--- src/hw/rtl/rc4_stream_cipher_defines.svh ---
// ----------------------------------------------------------------------------
// RC4 stream cipher assertion macros
// Concurrent check helpers sampled on clk, disabled while rst_n is low.
// ----------------------------------------------------------------------------
`ifndef RC4_STREAM_CIPHER_DEFINES_SVH
`define RC4_STREAM_CIPHER_DEFINES_SVH

`ifndef SYNTHESIS
`define RC4_ASSERT_IMP(lbl, ante, cons) \
    lbl: assert property (@(posedge clk) disable iff (!rst_n) (ante) |-> (cons)) \
        else $error("rc4 check failed");
`define RC4_ASSERT_NXT(lbl, ante, cons) \
    lbl: assert property (@(posedge clk) disable iff (!rst_n) (ante) |=> (cons)) \
        else $error("rc4 check failed");
`else
`define RC4_ASSERT_IMP(lbl, ante, cons)
`define RC4_ASSERT_NXT(lbl, ante, cons)
`endif

`endif

--- src/hw/rtl/rc4_pkg.sv ---
// ----------------------------------------------------------------------------
// RC4 stream cipher package
// Shared constants and types for the permutation store and sequencer.
// ----------------------------------------------------------------------------
package rc4_pkg;

    localparam int KEY_BYTES   = 64;
    localparam int KEY_WORDS   = 8;
    localparam int KEY_WORD_W  = 64;
    localparam int KEY_IDX_W   = 6;
    localparam int KEY_WSEL_W  = 3;
    localparam int PERM_DEPTH  = 256;
    localparam int PERM_AW     = 8;
    localparam int BYTE_W      = 8;

    typedef logic [KEY_WORDS-1:0][7:0][BYTE_W-1:0] key_t;

    typedef struct packed {
        logic               we;
        logic [PERM_AW-1:0] waddr;
        logic [BYTE_W-1:0]  wdata;
        logic [PERM_AW-1:0] raddr;
    } mem_req_t;

endpackage

--- src/hw/rtl/rc4_perm_ram.sv ---
// ----------------------------------------------------------------------------
// RC4 permutation store
// 256 x 8 memory, one write and one registered read per cycle, read-first.
// ----------------------------------------------------------------------------
module rc4_perm_ram
(
    input  logic                        clk,
    input  rc4_pkg::mem_req_t           req,
    output logic [rc4_pkg::BYTE_W-1:0]  rdata
);

    logic [rc4_pkg::BYTE_W-1:0] mem [0:rc4_pkg::PERM_DEPTH-1];

    always_ff @(posedge clk)
    begin
        if (req.we)
        begin
            mem[req.waddr] <= req.wdata;
        end
        rdata <= mem[req.raddr];
    end

endmodule

--- src/hw/rtl/rc4_seq.sv ---
// ----------------------------------------------------------------------------
// RC4 sequencer
// Drives key scheduling and keystream steps through one shared byte adder.
// ----------------------------------------------------------------------------
module rc4_seq
(
    input  logic                        clk,
    input  logic                        rst_n,
    input  logic                        in_valid,
    output logic                        in_ready,
    input  logic [rc4_pkg::BYTE_W-1:0]  in_data,
    input  logic                        in_start,
    input  rc4_pkg::key_t               key,
    output rc4_pkg::mem_req_t           mem_req,
    input  logic [rc4_pkg::BYTE_W-1:0]  mem_rdata,
    output logic                        res_valid,
    input  logic                        res_ready,
    output logic [rc4_pkg::BYTE_W-1:0]  res_byte
);

    localparam logic [2:0] ST_IDLE = 3'd0;
    localparam logic [2:0] ST_INIT = 3'd1;
    localparam logic [2:0] ST_MIX  = 3'd2;
    localparam logic [2:0] ST_SWAP = 3'd3;
    localparam logic [2:0] ST_PJ   = 3'd4;
    localparam logic [2:0] ST_PWR  = 3'd5;
    localparam logic [2:0] ST_PKS  = 3'd6;

    localparam logic [rc4_pkg::PERM_AW-1:0]   LAST_N   = rc4_pkg::PERM_AW'(rc4_pkg::PERM_DEPTH - 1);
    localparam logic [rc4_pkg::KEY_IDX_W-1:0] LAST_KEY = rc4_pkg::KEY_IDX_W'(rc4_pkg::KEY_BYTES - 1);

    logic [2:0]                     state_reg, state_next;
    logic [rc4_pkg::PERM_AW-1:0]    n_reg, n_next;
    logic [rc4_pkg::KEY_IDX_W-1:0]  kidx_reg, kidx_next;
    logic [rc4_pkg::BYTE_W-1:0]     i_reg, i_next;
    logic [rc4_pkg::BYTE_W-1:0]     j_reg, j_next;
    logic                           keyed_reg, keyed_next;
    logic [rc4_pkg::BYTE_W-1:0]     si_reg, si_next;
    logic [rc4_pkg::BYTE_W-1:0]     sj_reg, sj_next;
    logic [rc4_pkg::PERM_AW-1:0]    t_reg, t_next;
    logic                           byp_reg, byp_next;
    logic [rc4_pkg::BYTE_W-1:0]     data_reg, data_next;

    logic [rc4_pkg::BYTE_W-1:0]     add_a, add_b, add_c, sum;
    logic [rc4_pkg::BYTE_W-1:0]     key_byte;

    assign key_byte = key[kidx_reg[rc4_pkg::KEY_IDX_W-1 -: rc4_pkg::KEY_WSEL_W]]
                         [kidx_reg[2:0]];

    // shared byte adder
    assign sum = add_a + add_b + add_c;

    always_comb
    begin
        add_a = '0;
        add_b = '0;
        add_c = '0;
        case (state_reg)
            ST_IDLE:
            begin
                add_a = i_reg;
                add_c = rc4_pkg::BYTE_W'(1);
            end
            ST_INIT, ST_SWAP:
            begin
                add_a = n_reg;
                add_c = rc4_pkg::BYTE_W'(1);
            end
            ST_MIX:
            begin
                add_a = j_reg;
                add_b = mem_rdata;
                add_c = key_byte;
            end
            ST_PJ:
            begin
                add_a = j_reg;
                add_b = mem_rdata;
            end
            ST_PWR:
            begin
                add_a = si_reg;
                add_b = mem_rdata;
            end
            default:
            begin
                add_a = '0;
            end
        endcase
    end

    always_comb
    begin
        state_next    = state_reg;
        n_next        = n_reg;
        kidx_next     = kidx_reg;
        i_next        = i_reg;
        j_next        = j_reg;
        keyed_next    = keyed_reg;
        si_next       = si_reg;
        sj_next       = sj_reg;
        t_next        = t_reg;
        byp_next      = byp_reg;
        data_next     = data_reg;
        mem_req.we    = 1'b0;
        mem_req.waddr = '0;
        mem_req.wdata = '0;
        mem_req.raddr = '0;
        in_ready      = 1'b0;
        res_valid     = 1'b0;
        case (state_reg)
            ST_IDLE:
            begin
                in_ready = 1'b1;
                mem_req.raddr = sum;
                if (in_valid)
                begin
                    data_next = in_data;
                    if (in_start || !keyed_reg)
                    begin
                        n_next     = '0;
                        state_next = ST_INIT;
                    end
                    else
                    begin
                        i_next     = sum;
                        state_next = ST_PJ;
                    end
                end
            end
            ST_INIT:
            begin
                mem_req.we    = 1'b1;
                mem_req.waddr = n_reg;
                mem_req.wdata = n_reg;
                n_next        = sum;
                if (n_reg == LAST_N)
                begin
                    j_next     = '0;
                    kidx_next  = '0;
                    state_next = ST_MIX;
                end
            end
            ST_MIX:
            begin
                mem_req.we    = 1'b1;
                mem_req.waddr = sum;
                mem_req.wdata = mem_rdata;
                mem_req.raddr = sum;
                j_next        = sum;
                state_next    = ST_SWAP;
            end
            ST_SWAP:
            begin
                mem_req.we    = 1'b1;
                mem_req.waddr = n_reg;
                mem_req.wdata = mem_rdata;
                if (n_reg == LAST_N)
                begin
                    mem_req.raddr = rc4_pkg::PERM_AW'(1);
                    i_next        = rc4_pkg::BYTE_W'(1);
                    j_next        = '0;
                    keyed_next    = 1'b1;
                    state_next    = ST_PJ;
                end
                else
                begin
                    mem_req.raddr = sum;
                    n_next        = sum;
                    kidx_next     = (kidx_reg == LAST_KEY) ? '0 : kidx_reg + 1'b1;
                    state_next    = ST_MIX;
                end
            end
            ST_PJ:
            begin
                mem_req.we    = 1'b1;
                mem_req.waddr = sum;
                mem_req.wdata = mem_rdata;
                mem_req.raddr = sum;
                j_next        = sum;
                si_next       = mem_rdata;
                state_next    = ST_PWR;
            end
            ST_PWR:
            begin
                mem_req.we    = 1'b1;
                mem_req.waddr = i_reg;
                mem_req.wdata = mem_rdata;
                mem_req.raddr = sum;
                t_next        = sum;
                sj_next       = mem_rdata;
                byp_next      = (sum == i_reg);
                state_next    = ST_PKS;
            end
            ST_PKS:
            begin
                // hold the read address so the keystream byte stays put
                mem_req.raddr = t_reg;
                res_valid     = 1'b1;
                if (res_ready)
                begin
                    state_next = ST_IDLE;
                end
            end
            default:
            begin
                state_next = ST_IDLE;
            end
        endcase
    end

    assign res_byte = (byp_reg ? sj_reg : mem_rdata) ^ data_reg;

    always_ff @(posedge clk or negedge rst_n)
    begin
        if (!rst_n)
        begin
            state_reg <= ST_IDLE;
            n_reg     <= '0;
            kidx_reg  <= '0;
            i_reg     <= '0;
            j_reg     <= '0;
            keyed_reg <= 1'b0;
        end
        else
        begin
            state_reg <= state_next;
            n_reg     <= n_next;
            kidx_reg  <= kidx_next;
            i_reg     <= i_next;
            j_reg     <= j_next;
            keyed_reg <= keyed_next;
        end
    end

    always_ff @(posedge clk)
    begin
        si_reg   <= si_next;
        sj_reg   <= sj_next;
        t_reg    <= t_next;
        byp_reg  <= byp_next;
        data_reg <= data_next;
    end

endmodule

--- src/hw/rtl/rc4_stream_cipher.sv ---
// ----------------------------------------------------------------------------
// RC4 stream cipher
// Byte stream encrypt/decrypt with a 512-bit key register file.
// ----------------------------------------------------------------------------
// Usage:
//   Write the key through cfg_we/cfg_addr/cfg_wdata while the block is idle;
//   register n holds key bytes 8n to 8n+7, lowest byte in the low bits.
//   Send data requests on s_axis; tuser high marks the first byte of a
//   message and reruns key scheduling before that byte. Results leave on
//   m_axis, one byte per request, in order.
// Sequence:
//   A byte of a running message passes through states PJ, PWR and PKS
//   and then the output register on its way to m_axis. The next request
//   is taken only after the result is handed over, since each step uses
//   the single permutation memory. A message start first runs key
//   scheduling: 256 fill steps, then 256 rounds of a mix and a swap step.
// Reset:
//   Clears the key to zero and marks the block unkeyed, so the first byte
//   after reset always runs key scheduling.
// Stall:
//   A waiting result sits in the output register while the next request is
//   accepted; the sequencer holds its result until that register frees up.
// ----------------------------------------------------------------------------
`include "rc4_stream_cipher_defines.svh"

module rc4_stream_cipher
(
    input  logic                               clk,
    input  logic                               rst_n,
    input  logic                               s_axis_tvalid,
    output logic                               s_axis_tready,
    input  logic [7:0]                         s_axis_tdata,   // data_byte
    input  logic                               s_axis_tuser,   // message_start
    output logic                               m_axis_tvalid,
    input  logic                               m_axis_tready,
    output logic [7:0]                         m_axis_tdata,   // out_byte
    input  logic                               cfg_we,
    input  logic [rc4_pkg::KEY_WSEL_W-1:0]     cfg_addr,
    input  logic [rc4_pkg::KEY_WORD_W-1:0]     cfg_wdata
);

    rc4_pkg::key_t              key_reg;
    rc4_pkg::mem_req_t          mem_req;
    logic [rc4_pkg::BYTE_W-1:0] mem_rdata;
    logic                       res_valid;
    logic                       res_ready;
    logic [rc4_pkg::BYTE_W-1:0] res_byte;
    logic                       out_valid_reg, out_valid_next;
    logic [rc4_pkg::BYTE_W-1:0] out_data_reg, out_data_next;

    always_ff @(posedge clk or negedge rst_n)
    begin
        if (!rst_n)
        begin
            key_reg <= '0;
        end
        else if (cfg_we)
        begin
            key_reg[cfg_addr] <= cfg_wdata;
        end
    end

    rc4_perm_ram u_ram
    (
        .clk   (clk),
        .req   (mem_req),
        .rdata (mem_rdata)
    );

    rc4_seq u_seq
    (
        .clk       (clk),
        .rst_n     (rst_n),
        .in_valid  (s_axis_tvalid),
        .in_ready  (s_axis_tready),
        .in_data   (s_axis_tdata),
        .in_start  (s_axis_tuser),
        .key       (key_reg),
        .mem_req   (mem_req),
        .mem_rdata (mem_rdata),
        .res_valid (res_valid),
        .res_ready (res_ready),
        .res_byte  (res_byte)
    );

    assign res_ready = !out_valid_reg || m_axis_tready;

    always_comb
    begin
        out_valid_next = out_valid_reg;
        out_data_next  = out_data_reg;
        if (res_valid && res_ready)
        begin
            out_valid_next = 1'b1;
            out_data_next  = res_byte;
        end
        else if (m_axis_tready)
        begin
            out_valid_next = 1'b0;
        end
    end

    always_ff @(posedge clk or negedge rst_n)
    begin
        if (!rst_n)
        begin
            out_valid_reg <= 1'b0;
        end
        else
        begin
            out_valid_reg <= out_valid_next;
        end
    end

    always_ff @(posedge clk)
    begin
        out_data_reg <= out_data_next;
    end

    assign m_axis_tvalid = out_valid_reg;
    assign m_axis_tdata  = out_data_reg;

    `RC4_ASSERT_NXT(a_busy_after_request, s_axis_tvalid && s_axis_tready, !s_axis_tready)
    `RC4_ASSERT_IMP(a_no_request_with_result, res_valid, !s_axis_tready)
    `RC4_ASSERT_NXT(a_result_held, res_valid && !res_ready, res_valid && $stable(res_byte))

endmodule

--- config.mk ---
export PLATFORM = sky130hd
export DESIGN_NAME = rc4_stream_cipher
export DESIGN_NICKNAME = d
export VERILOG_FILES = /design/src/hw/rtl/rc4_pkg.sv /design/src/hw/rtl/rc4_perm_ram.sv /design/src/hw/rtl/rc4_seq.sv /design/src/hw/rtl/rc4_stream_cipher.sv
export VERILOG_INCLUDE_DIRS = /design/src /design/src/hw/rtl
export SDC_FILE = /design/constraint.sdc
export NUM_CORES = 2
export LEC_CHECK = 0
export ABC_AREA = 1
export ABC_CLOCK_PERIOD_IN_PS = 14200
export BUFFER_PORTS_ARGS = -buffer_cell sky130_fd_sc_hd__buf_2
export CORE_UTILIZATION = 40
export DETAILED_ROUTE_END_ITERATION = 6
export HOLD_SLACK_MARGIN = 0.05
export PLACE_DENSITY_LB_ADDON = 0.25
export SKIP_CTS_REPAIR_TIMING = 1
export SYNTH_ARGS = -nofsm -noshare
export SYNTH_HDL_FRONTEND = slang
export SYNTH_HIERARCHICAL = 1
export SYNTH_SLANG_ARGS = --single-unit
--- constraint.sdc ---
create_clock -name clk -period 14.2 [get_ports clk]
set_input_delay 0.71 -clock clk [delete_from_list [all_inputs] [get_ports clk]]
set_output_delay 0.71 -clock clk [all_outputs]
set_load 0.1 [all_outputs]
Word-level counts from Yosys, hierarchy flattened
Memory sizes are Yosys's and may differ from the RTL's. A register that Yosys moved wholly into a read port is not among the register bits.
Cells that the tools add are included.
Widths: inputs -> output; s select.

storage, ports and cells
  register bits = 588
  memory bits (writable) = 2048
  bits of input ports = 81
  output and inout port bits = 10
  word-level logic and storage cells = 167
  memories = 1

memories
  name       depth  width  read ports  clocked after Yosys merged registers in  write ports  RTL line            source
  u_ram.mem  256    8      1           1                                        1            rc4_perm_ram.sv:12  logic [rc4_pkg::BYTE_W-1:0] mem [0:rc4_pkg::PERM_DEPTH-1];

cells by class
  add/subtract/negate cells = 3
  magnitude comparators = 4
  eq/ne operators = 17
  mux-type cells = 40
  bitwise operators = 1
  reductions and logical operators = 24

operators with widths
  operator            number
  $bwmux 512          1
  $bmux 64 s3         1
  $demux 64 s3        1
  $mux 64             2
  $mux 8              11
  $pmux 17 s4         1
  $pmux 8 s2          3
  $pmux 8 s3          2
  $pmux 8 s4          1
  $bmux 8 s3          1
  $pmux 3 s7          1
  $mux 6              3
  $add 8x8->8         2
  $mux 3              5
  $lt 3x4->1 const B  3
  $pmux 6 s2          1
  $eq 3x3->1 const B  3
  $eq 8x8->1          1
  $eq 8x8->1 const B  1
  $ne 2x1->1 const B  4
  $ne 2x2->1 const B  4
  $reduce_and 4->1    2
  $reduce_bool 2->1   4
  $xor 8x8->8         1
  16 further kinds    30

Longest topological paths before layout
  depth in word-level cells = 9
  gate-level depth with buffers = 36
  mapped depth without buffers = 32

Cells and area by module
Netlist, hierarchy kept.

modules (own cells, without submodules)
  module             instances  cells an instance  area each (µm²)  seq. area each (µm²)
  rc4_perm_ram       1          7003               83396.2          61659.1
  rc4_stream_cipher  1          2281               20335.8          13077.5
  rc4_seq            1          1376               8589.5           1841.8

Least setup slack after synthesis
No wires, ideal clock.

  kind = reg2reg
  from = register u_seq.state_reg[1]
  to = memory u_ram/mem[0][1] (netlist name), data pin
  library setup time = 2.188 ns
  arrival = 10.817 ns
  data required time = 12.012 ns
  slack = 1.196 ns
  cell stages (with the launch flop) = 6
  buffers on the path = 0
  clock period less this slack = 13.004 ns
  path through = dfrtp_1 inv_2 nand2_1 nor2_1 inv_1 o21ai_0

RTL lines
  element                   RTL line            source
  start: declaration        rc4_seq.sv:32       logic [2:0] state_reg, state_next;
  start signal: assignment  rc4_seq.sv:227      state_reg <= state_next;
  end: declaration          rc4_perm_ram.sv:12

==> results.md <==
- Outcome: complete, but fails checks
- Failing checks: DRC
- Worst Hold Slack: around 0.15 ns
- Commonest non-fill, non-tap cells in the layout: 3641 x nand2_1, 2397 x nand3_1, 2089 x edfxtp_1, 544 x dfrtp_1, 527 x nor2_1
- Setup TNS: 0 ns
- Commonest non-fill, non-tap cell in the layout: nand2_1
- Worst Path Max Fanout: roughly 260
- HPWL Detailed: approximately 190000 µm
- Layout Cells excl Fill: 14400
- Tot GR Track Use: 0.238
- CTS clk-pin slew, worst paths: ~0.06 ns
- Vias in the first global route: around 80000
- Clock skew: 0.0934 ns
- Ports: just over 90
- Hold_sp: m_axis_tready
- Reg2Reg Launch Point: u_seq/kidx_reg[3]
- Hold Path Stages: 4
- H-tree depth: 5
- Remaining DRCs: 47
- Yosys top cell by area: edfxtp_1
- Worst Hold End: m_axis_tvalid
- FF/Latch Area: 76600 µm²
- Period utilization: 0.647
- Initial cell density of the core: 0.402
- Flop2flop setup slack: around 5.0 ns
- Unrepaired setup endpoints after global routing: false
- Number of fill cells: 25900
- DRT iter0 DRCs: around 10000
- Gr ovfl total: 0
- Measured slew at the worst slew-check pin: 1.21 ns
- Core area: 279000 µm²
- Clk Latency, worst-skew pair: 0.88 ns
- Critical Path Max Stage Delay: ~0.90 ns
- Total Nets Final: 10500
- Setup-failing EPs final: 0
- Vias per cell: 5.65
- Min Tclk post-route: 9.18 ns
- Worst r2r path cells: 25
- Crit-path slowest cell: buf_4
- CTS root buf: clkbuf_16
- First drt pass iteration count: 7
- FFs w/ async S/R, synth: 0.207
- Largest net degree at the start of global routing: 263
- Placed Cells: 13800
- Cells after Synth: approximately 11000
- Die ar.: 283000 µm²
- Die W: 532 µm
- Deepest clock path buffer count: 4
- #FFs+latches synth: between 2000 and 3000
- Vias post-DR: 81100
- Distinct cell type count after synthesis: 50
- Pre-CTS setup slack: 5.16 ns
- Worst setup path category: reg2reg
- Min-delay worst type: in2reg
- Final hold vios: 0
- Area of the multi-input gates: 31400 µm²
- GP Congestion: 0.855
- Port bufs: 90
- Ys flop type: edfxtp_1
- Setup ws final: 5.02 ns
- Final ANT Viol Nets: 0
- Slew margin rel.: 0.195
- Area Overhead vs Synth: 10.5%
- Max-slew violation total from the final report: 0
- Row Count: roughly 190
- Worst R2R End: u_ram/rdata[0]
- Max Freq: 109 MHz
- Synth Warn #: 6
- WL per Instance: 24.0 µm
- Layout cells sized above 1: 0.0641
- EDFF count, synth: 2089
- DRT Wirelength: roughly 340000 µm
- First-pass GRT wire length: 513000 µm
- Syn nets: 10800
- CTS buffer count: 293
- Number of max-cap violations: 0
- Die height: 532 µm
- Initial antenna violation count: 28
- Synth Cell Area: between 100000 and 150000 µm²
- CTS tree: built
- Type of origin of the critical path: register
- Leading post-synthesis cells by cell area: edfxtp_1 56%, dfrtp_1 12%, nand2_1 12%, nand3_1 11%, nor2_1 1.8%
- Clock sink count: 2644
- Worst Path Required: between 10 and 15 ns
- Avg Synthesized Cell Area: 10.5 µm²
- Sequential share of the synthesized area: 0.682
- Max reg flops: 2048
- Post-synth top area share: 0.558
- Worst EP arrival: 9.97 ns
- CP Capture Type: register
## through the flow
step                 util  cell area, µm²
detailed placement  0.411          115000
CTS                 0.444          124000
global placement    0.411          115000
floorplan               -          112000
global route        0.444          124000
finish              0.444          124000
## cells in the mapped netlist (3+ instances only)
cell,n
xor2_1,13
buf_4,87
a221oi_1,6
nor3_1,5
and3_1,3
nand3_1,2397
edfxtp_1,2089
nand4_1,5
a21oi_1,24
nand2_4,3
o22ai_1,53
ha_1,7
a31oi_1,3
inv_1,118
dfrtp_1,547
nand2_2,14
dfxtp_1,8
a32o_1,8
clkbuf_1,240
buf_1,43
inv_4,3
o21ai_0,249
o21ai_1,7
buf_2,374
nor2_1,531
o211ai_1,17
inv_2,8
fa_1,8
nor2_2,6
o221ai_1,73
nand2_1,3641
buf_6,43
## worst max-delay path by stage
| stage | start | end | cells after the start |
|---|---|---|---|
| global route | u_seq/kidx_reg[3] | u_ram/rdata[0] | 25 |
| finish | u_seq/kidx_reg[3] | u_ram/rdata[0] | 25 |
| CTS | u_seq/kidx_reg[3] | u_ram/rdata[0] | 25 |
| floorplan | u_seq/state_reg[1] | u_ram/mem[0][1] | 5 |
| detailed placement | u_seq/kidx_reg[3] | u_ram/rdata[0] | 25 |
| global placement | u_seq/kidx_reg[3] | u_ram/rdata[0] | 25 |
## logic make-up (layout without fill, tap and decap cells)
kind of cell / Yosys count / after routing / synth area share
adder cells (fa/ha/maj): 15 / 15 / 0.00221
flip-flops: 2644 / 2644 / 0.682
AO/OA/AOI/OAI: 447 / 447 / 0.0242
other: 0 / 18 / 0
buffers and inverters: 920 / 874 / 0.0410
AND/OR/NAND/NOR: 6620 / 6620 / 0.250
XOR/XNOR: 14 / 14 / 0.00109
## critical path: cells and delay by family, from the launching register on
| kind | cells | cell delay [ns] |
|---|---|---|
| compound gates | 4 | 1.17 |
| buf+inv | 6 | 4.09 |
| fa+ha+maj | 1 | 0.66 |
| flops | 1 | 0.73 |
| simple gates | 14 | 2.10 |
## per-layer routing
layer | track usage | wire, µm | vias to the layer above
li1 | - | - | 36200
met1 | 0.330 | 142000 | 40200
met2 | 0.380 | 161000 | 3984
met3 | 0.0343 | 28800 | 704
met4 | 0.0885 | 12700 | 12
met5 | 0 | 88 | -
## final cells by class
cell class                 count  share of cell area
antenna                       18            0.000363
clock buffer                 384              0.0636
clock inverter               133              0.0100
inverter                     131             0.00433
multi-input combinational   7096               0.253
sequential                  2644               0.617
tap                         3724              0.0376
timing repair buffer         226              0.0134
Power is not shown: default switching activity piles up to over one toggle a cycle in this logic, so the estimate is an artifact.
